### config.mk
export PLATFORM = sky130hd
export DESIGN_NAME = dual_motor_slew_limiter_watchdog
export DESIGN_NICKNAME = d
export VERILOG_FILES = /design/src/sv/dmslw_pkg.sv /design/src/sv/dual_motor_slew_limiter_watchdog.sv
export SDC_FILE = /design/constraint.sdc
export NUM_CORES = 1
export LEC_CHECK = 0
export BUFFER_PORTS_ARGS = -buffer_cell sky130_fd_sc_hd__buf_4
export CAP_MARGIN = 10
export CELL_PAD_IN_SITES_DETAIL_PLACEMENT = 0
export CELL_PAD_IN_SITES_GLOBAL_PLACEMENT = 1
export CORE_MARGIN = 2
export CORE_UTILIZATION = 27
export DETAILED_ROUTE_END_ITERATION = 8
export HOLD_SLACK_MARGIN = 0.06
export PLACE_DENSITY_LB_ADDON = 0.1
export SLEW_MARGIN = 20
export SYNTH_ARGS = -nofsm -noshare
export SYNTH_HDL_FRONTEND = slang
export SYNTH_SLANG_ARGS = --single-unit
export TNS_END_PERCENT = 5
### constraint.sdc
create_clock -name clk_i -period 8.8 [get_ports clk_i]
set_clock_uncertainty 0.1 [all_clocks]
set_input_delay 0.44 -clock clk_i [delete_from_list [all_inputs] [get_ports clk_i]]
set_output_delay 0.44 -clock clk_i [all_outputs]
set_load 0.03 [all_outputs]
### src/sv/dmslw_pkg.sv
package dmslw_pkg;

  localparam int unsigned MotorChannels = 2;
  localparam int unsigned PwmW          = 8;

  localparam logic CH_RIGHT = 1'b0;
  localparam logic CH_LEFT  = 1'b1;

  // function codes carried in tuser
  localparam logic [1:0] FUNC_TICK = 2'd0;
  localparam logic [1:0] FUNC_SET  = 2'd1;
  localparam logic [1:0] FUNC_PING = 2'd2;

  // configuration register indexes
  localparam logic [2:0] REG_SLEW_STEP     = 3'd0;
  localparam logic [2:0] REG_MAX_PWM       = 3'd1;
  localparam logic [2:0] REG_TIMEOUT_TICKS = 3'd2;
  localparam logic [2:0] REG_RIGHT_FWD     = 3'd3;
  localparam logic [2:0] REG_LEFT_FWD      = 3'd4;

  localparam int unsigned InDataW  = 32;
  localparam int unsigned OutDataW = 40;

  typedef struct packed {
    logic [PwmW-1:0] pwm;
    logic            dir;
  } motor_t;

  // signed speed to saturated magnitude plus direction bit
  function automatic motor_t speed_to_target(input logic [15:0] speed,
                                             input logic        fwd,
                                             input logic [PwmW-1:0] max_pwm);
    logic [16:0] mag;
    motor_t      res;
    if (speed[15]) begin
      mag     = 17'h10000 - {1'b0, speed};
      res.dir = ~fwd;
    end else begin
      mag     = {1'b0, speed};
      res.dir = fwd;
    end
    if (mag > {9'd0, max_pwm}) begin
      res.pwm = max_pwm;
    end else begin
      res.pwm = mag[PwmW-1:0];
    end
    return res;
  endfunction

  // one slew step of the actual value toward the target
  function automatic motor_t slew(input motor_t act, input motor_t tgt,
                                  input logic [PwmW-1:0] step,
                                  input logic [PwmW-1:0] max_pwm);
    logic [PwmW-1:0] dn;
    logic [PwmW:0]   up;
    motor_t          res;
    dn  = (act.pwm > step) ? act.pwm - step : '0;
    up  = {1'b0, act.pwm} + {1'b0, step};
    res = act;
    if (tgt.dir != act.dir) begin
      res.pwm = dn;
      if (dn == '0) begin
        res.dir = tgt.dir;
      end
    end else if (act.pwm > tgt.pwm) begin
      res.pwm = (dn > max_pwm) ? max_pwm : dn;
      if (res.pwm < tgt.pwm) begin
        res.pwm = tgt.pwm;
      end
    end else if (act.pwm < tgt.pwm) begin
      if (up > {1'b0, max_pwm}) begin
        up = {1'b0, max_pwm};
      end
      if (up > {1'b0, tgt.pwm}) begin
        up = {1'b0, tgt.pwm};
      end
      res.pwm = up[PwmW-1:0];
    end
    return res;
  endfunction

endpackage

### src/sv/dual_motor_slew_limiter_watchdog.sv
// dual h-bridge drive with slew-rate limiting and a communication watchdog
// input stream: tuser carries the function code (tick, set speed, ping),
//   tdata carries speed_right [15:0] and speed_left [31:16], both signed
// output stream: one transaction per input transaction, holding the plus and
//   minus compare values of both bridges and the timeout flag, taken from
//   the motor state after that input
// config channel: cfg_index_i selects slew_step, max_pwm, timeout_ticks,
//   right_forward_dir or left_forward_dir; writes always complete at once,
//   unknown indexes are dropped
// results: each is registered in the output register, or in the skid while the receiver stalls
// throughput: one transaction per cycle while the skid is empty; all state is
//   updated by a single combinational pass between input handshake and result register
// stalls: a result register plus a skid register; while the receiver stalls
//   one more input is taken into the skid, after that s_axis_tready drops
// reset: motors at zero, targets zero, watchdog cleared, registers at their
//   defaults (slew 4, max 255, timeout 10, right fwd 0, left fwd 1)
module dual_motor_slew_limiter_watchdog (
  input  logic        clk_i,
  input  logic        rst_ni,
  // config write channel
  input  logic        cfg_valid_i,
  output logic        cfg_ready_o,
  input  logic [2:0]  cfg_index_i,
  input  logic [7:0]  cfg_data_i,
  // input stream
  input  logic        s_axis_tvalid,
  output logic        s_axis_tready,
  input  logic [dmslw_pkg::InDataW-1:0]  s_axis_tdata,  // speed_right, speed_left
  input  logic [1:0]  s_axis_tuser,                      // func
  // output stream
  output logic        m_axis_tvalid,
  input  logic        m_axis_tready,
  // left_plus, left_minus, right_plus, right_minus, timeout_active, zero pad
  output logic [dmslw_pkg::OutDataW-1:0] m_axis_tdata
);
  import dmslw_pkg::*;

  // configuration registers
  logic [PwmW-1:0] slew_step_q, max_pwm_q, timeout_ticks_q;
  logic            right_fwd_q, left_fwd_q;

  // motor and watchdog state
  motor_t          actual_q [MotorChannels];
  motor_t          actual_d [MotorChannels];
  motor_t          target_q [MotorChannels];
  motor_t          target_d [MotorChannels];
  logic [PwmW-1:0] count_q, count_d;
  logic            seen_q, seen_d;

  // result and skid registers
  logic                out_valid_q, skid_valid_q;
  logic [OutDataW-1:0] out_data_q, skid_data_q;
  logic [OutDataW-1:0] result;

  logic            in_fire, out_fire;
  logic [PwmW-1:0] count_inc;
  motor_t          fwd_zero [MotorChannels];

  assign cfg_ready_o   = 1'b1;
  assign s_axis_tready = ~skid_valid_q;
  assign in_fire       = s_axis_tvalid & s_axis_tready;
  assign out_fire      = out_valid_q & m_axis_tready;
  assign m_axis_tvalid = out_valid_q;
  assign m_axis_tdata  = out_data_q;

  always_ff @(posedge clk_i or negedge rst_ni) begin
    if (!rst_ni) begin
      slew_step_q     <= 8'd4;
      max_pwm_q       <= 8'd255;
      timeout_ticks_q <= 8'd10;
      right_fwd_q     <= 1'b0;
      left_fwd_q      <= 1'b1;
    end else if (cfg_valid_i) begin
      unique case (cfg_index_i)
        REG_SLEW_STEP:     slew_step_q     <= cfg_data_i;
        REG_MAX_PWM:       max_pwm_q       <= cfg_data_i;
        REG_TIMEOUT_TICKS: timeout_ticks_q <= cfg_data_i;
        REG_RIGHT_FWD:     right_fwd_q     <= cfg_data_i[0];
        REG_LEFT_FWD:      left_fwd_q      <= cfg_data_i[0];
        default: ;
      endcase
    end
  end

  // saturating watchdog increment
  assign count_inc = (count_q == '1) ? count_q : count_q + 8'd1;

  // target used when the watchdog first fires: zero speed, forward direction
  assign fwd_zero[CH_RIGHT] = '{pwm: '0, dir: right_fwd_q};
  assign fwd_zero[CH_LEFT]  = '{pwm: '0, dir: left_fwd_q};

  always_comb begin
    actual_d = actual_q;
    target_d = target_q;
    count_d  = count_q;
    seen_d   = seen_q;
    unique case (s_axis_tuser)
      FUNC_TICK: begin
        if (count_inc >= timeout_ticks_q) begin
          // timed out: clip the counter, stop the motors only once
          count_d = timeout_ticks_q;
          if (!seen_q) begin
            target_d = fwd_zero;
          end
          seen_d = 1'b1;
        end else begin
          count_d = count_inc;
          seen_d  = 1'b0;
        end
        for (int ch = 0; ch < MotorChannels; ch++) begin
          actual_d[ch] = slew(actual_q[ch], target_d[ch], slew_step_q, max_pwm_q);
        end
      end
      FUNC_SET: begin
        count_d            = '0;
        target_d[CH_RIGHT] = speed_to_target(s_axis_tdata[15:0], right_fwd_q, max_pwm_q);
        target_d[CH_LEFT]  = speed_to_target(s_axis_tdata[31:16], left_fwd_q, max_pwm_q);
      end
      FUNC_PING: begin
        count_d = '0;
      end
      default: ;  // unused code: state holds, result still reported
    endcase
  end

  // result from the state after this input; the plus side drives when dir is 1
  always_comb begin
    result        = '0;
    result[7:0]   = actual_d[CH_LEFT].dir  ? actual_d[CH_LEFT].pwm  : '0;
    result[15:8]  = actual_d[CH_LEFT].dir  ? '0 : actual_d[CH_LEFT].pwm;
    result[23:16] = actual_d[CH_RIGHT].dir ? actual_d[CH_RIGHT].pwm : '0;
    result[31:24] = actual_d[CH_RIGHT].dir ? '0 : actual_d[CH_RIGHT].pwm;
    result[32]    = seen_d;
  end

  always_ff @(posedge clk_i or negedge rst_ni) begin
    if (!rst_ni) begin
      for (int ch = 0; ch < MotorChannels; ch++) begin
        actual_q[ch] <= '0;
        target_q[ch] <= '0;
      end
      count_q <= '0;
      seen_q  <= 1'b0;
    end else if (in_fire) begin
      actual_q <= actual_d;
      target_q <= target_d;
      count_q  <= count_d;
      seen_q   <= seen_d;
    end
  end

  // output register with a skid stage behind it
  always_ff @(posedge clk_i or negedge rst_ni) begin
    if (!rst_ni) begin
      out_valid_q  <= 1'b0;
      skid_valid_q <= 1'b0;
    end else begin
      if (skid_valid_q) begin
        if (out_fire) begin
          out_valid_q  <= 1'b1;
          skid_valid_q <= 1'b0;
        end
      end else if (in_fire) begin
        if (!out_valid_q || out_fire) begin
          out_valid_q <= 1'b1;
        end else begin
          skid_valid_q <= 1'b1;
        end
      end else if (out_fire) begin
        out_valid_q <= 1'b0;
      end
    end
  end

  always_ff @(posedge clk_i) begin
    if (skid_valid_q) begin
      if (out_fire) begin
        out_data_q <= skid_data_q;
      end
    end else if (in_fire) begin
      if (!out_valid_q || out_fire) begin
        out_data_q <= result;
      end else begin
        skid_data_q <= result;
      end
    end
  end

  // the skid only fills behind a waiting result
  a_skid_behind_out: assert property (@(posedge clk_i) disable iff (!rst_ni)
    skid_valid_q |-> out_valid_q)
    else $error("skid holds data while output register is empty");

  // an input taken while the receiver stalls must land in the skid
  a_stall_to_skid: assert property (@(posedge clk_i) disable iff (!rst_ni)
    (in_fire && out_valid_q && !m_axis_tready) |=> skid_valid_q)
    else $error("input taken during stall was not parked");

  // a bridge never drives both sides at once
  a_left_exclusive: assert property (@(posedge clk_i) disable iff (!rst_ni)
    out_valid_q |-> (out_data_q[7:0] == '0 || out_data_q[15:8] == '0))
    else $error("left bridge drives plus and minus together");

  a_right_exclusive: assert property (@(posedge clk_i) disable iff (!rst_ni)
    out_valid_q |-> (out_data_q[23:16] == '0 || out_data_q[31:24] == '0))
    else $error("right bridge drives plus and minus together");

endmodule
==> metrics <==
status finished, final reports clean; final net count 1,602; core area 43,900 µm²; Rows 77; Mapped Cells about 1,300; # DRC 0; Crit. End Element flop; # setup viols final 0; slew margin rel. 35.6%; YS warnings 0; CP Cell Sequence inv_1 > ha_1 > inv_1 > fa_1 > nand3_1 > a21boi_0 > nor3b_1 > o31ai_1 > inv_1 > ha_1 > nand2_1 > o21a_1 > o22ai_2 > mux2_2 > ha_1 > a21o_1 > a21o_1 > a211o_1 > o21ai_0 > a21o_1 > mux2_2 > o221a_2 > a311oi_1 > o21ai_0; Clock Sinks 139; ANT nets after route 0; Die Y 214 µm; Final Cycle Share 82.8%; vias in the first global route 10,216; RSZ-0062 raised after global routing false; worst min path class in2reg; sequential cell area fraction in the yosys report 32.0%; max incr delay on CP 0.67 ns; CTS Buf Count 17; number of port buffers 84; die area 45,900 µm²; GRT Total Usage 18.4%; Synth top area share about 17%; most common cell after layout, fill and taps aside nand2_1; peak fanout along the critical path 10; Post-CTS Setup Bufs 0; Root Driver clkbuf_16; Antenna diodes 0; clk buf depth 2; DRT Wirelength around 41,000 µm; FFs w/ async S/R, synth 52.5%; Worst EP arrival 7.35 ns; CTS tree done; Via Count between 10,000 and 15,000; routed vias/inst 5.13; CP max stage cell a311oi_1; startpoint types flop; H-tree Lvls 4; Tmin final between 7 and 8 ns; Critical Path RT between 8 and 9 ns; Clock Latency Late Sink between 0.4 and 0.5 ns; Final Hold Viols 0; initial drt markers 818; first drt pass iteration count 5; Sum Neg Setup Slack 0 ns; post-synthesis area per instance 8.92 µm²; total gr overflow 0; EDFF count, synth 66; commonest non-fill, non-tap cells in the layout nand2_1, ha_1, o21ai_0, buf_4, nor2_1; max-cap violation count 0; Primary FF master, synth edfxtp_1; WL/cell 20.6 µm; WS Path Type reg2reg; GP Congestion 0.853; Max Freq between 100 and 150 MHz; Synth-to-Final Area Change 15.3%; Slew Viols, Final 0; initial antenna violation count 0; dpl hpwl roughly 32,000 µm; synth top area cells edfxtp_1, ha_1, dfrtp_1; io pins 93; dominant cell type by area after synthesis edfxtp_1; Synth cell types 88; Worst Tran Pin Value 0.939 ns; largest net degree at the start of global routing 49; Reg clk slew, reported paths 0.06 ns; first-pass GRT wire length 64,200 µm; Synth Cell Area 11,900 µm²; Initial Utilization 27.2%; Yosys reg bits 139; fraction of layout instances using a drive strength above 1 14.7%; Die Width approximately 210 µm
[sequential cells by signal (all words and copies together) (netlist names)]
signal,cells
left_fwd_q,1
skid_valid_q,1
m_axis_tvalid,1
actual_q,18
m_axis_tdata,33
right_fwd_q,1
target_q,18
skid_data_q,33
slew_step_q,8
max_pwm_q,8
timeout_ticks_q,8
count_q,8
seen_q,1
[area by class of cell]
class | instances | area (µm²)
clock inverter | 14 | 121
tap | 592 | 741
clock buffer | 18 | 429
fill | 4685 | 30200
inverter | 80 | 300
sequential | 139 | 3820
timing repair buffer | 100 | 753
multi-input combinational | 1070 | 7600
[synth_stat cells, types with 12 or more instances]
master	count
dfrtp_1	61
nand4_1	23
xnor2_1	26
nor2b_1	22
nand2_1	156
o31ai_1	13
o211ai_1	13
mux2_2	33
nor3_1	29
a21oi_1	69
a21o_1	19
nand2b_1	18
clkbuf_1	35
ha_1	140
dfstp_2	12
nor2_1	87
o21ai_0	127
edfxtp_1	66
nand3_1	19
a31oi_1	16
inv_1	80
o21a_1	15
and2_1	19
mux2i_1	29
[timing repair]
action	4_1_cts	5_1_grt
resized for setup	0	0
hold buffers	1	0
hold endpoints to repair	31	0
[logic make-up (layout without fill, tap and decap cells)]
family	Yosys count	in the layout	synth area share, %
compound gates	394	394	22.2
flops	139	139	32.0
fa+ha+maj	144	144	15.3
buf+inv	135	212	4.72
xor+xnor	33	33	2.42
simple gates	427	427	17.4
mux	64	64	5.79
other cells	2	8	0.0629
[worst max-delay path: cells and delay by family (launching register included)]
kind	cells	cell delay, ns
compound gates	12	3.72
fa+ha+maj	4	1.27
mux	2	0.78
flops	1	0.41
simple gates	3	0.38
buf+inv	3	0.35
[stage by stage]
stage	std cells	setup WS [ns]	cell area [µm²]	hold WS (ns)	util, %
global placement	1980	1.63	13200	0.356	30.1
detailed placement	1980	1.62	13200	0.359	30.1
floorplan	1344	2.62	12000	0.0444	-
finish	2013	1.51	13800	0.0865	31.3
CTS	2013	1.58	13800	0.0629	31.3
global route	2013	0.968	13800	0.0926	31.3
[worst paths after layout]
check | end | slack (ns) | from | cells past startpoint
setup / recovery | m_axis_tdata[27] | 1.51 | actual_q[10] | 24
hold / removal | skid_valid_q | 0.09 | m_axis_tready | 2
setup reg to reg | m_axis_tdata[27] | 1.51 | actual_q[10] | 24
hold reg to reg | target_q[2] | 0.38 | target_q[2] | 2
max in group asynchronous | target_q[11] | 7.18 | rst_ni | 3
min in group asynchronous | count_q[2] | 0.39 | rst_ni | 2
[layer usage]
layer / track usage [%] / share of wire (%) / vias up
met5: 0 / 0 / -
met4: 4.61 / 1.6 / 0
met3: 2.61 / 4.3 / 46
met2: 28.4 / 44 / 252
met1: 26.8 / 50 / 4938
li1: - / - / 5092
Power is left out: the tool's default activity adds up to more than one toggle a clock period on the data nets, which glitch-free logic cannot reach.
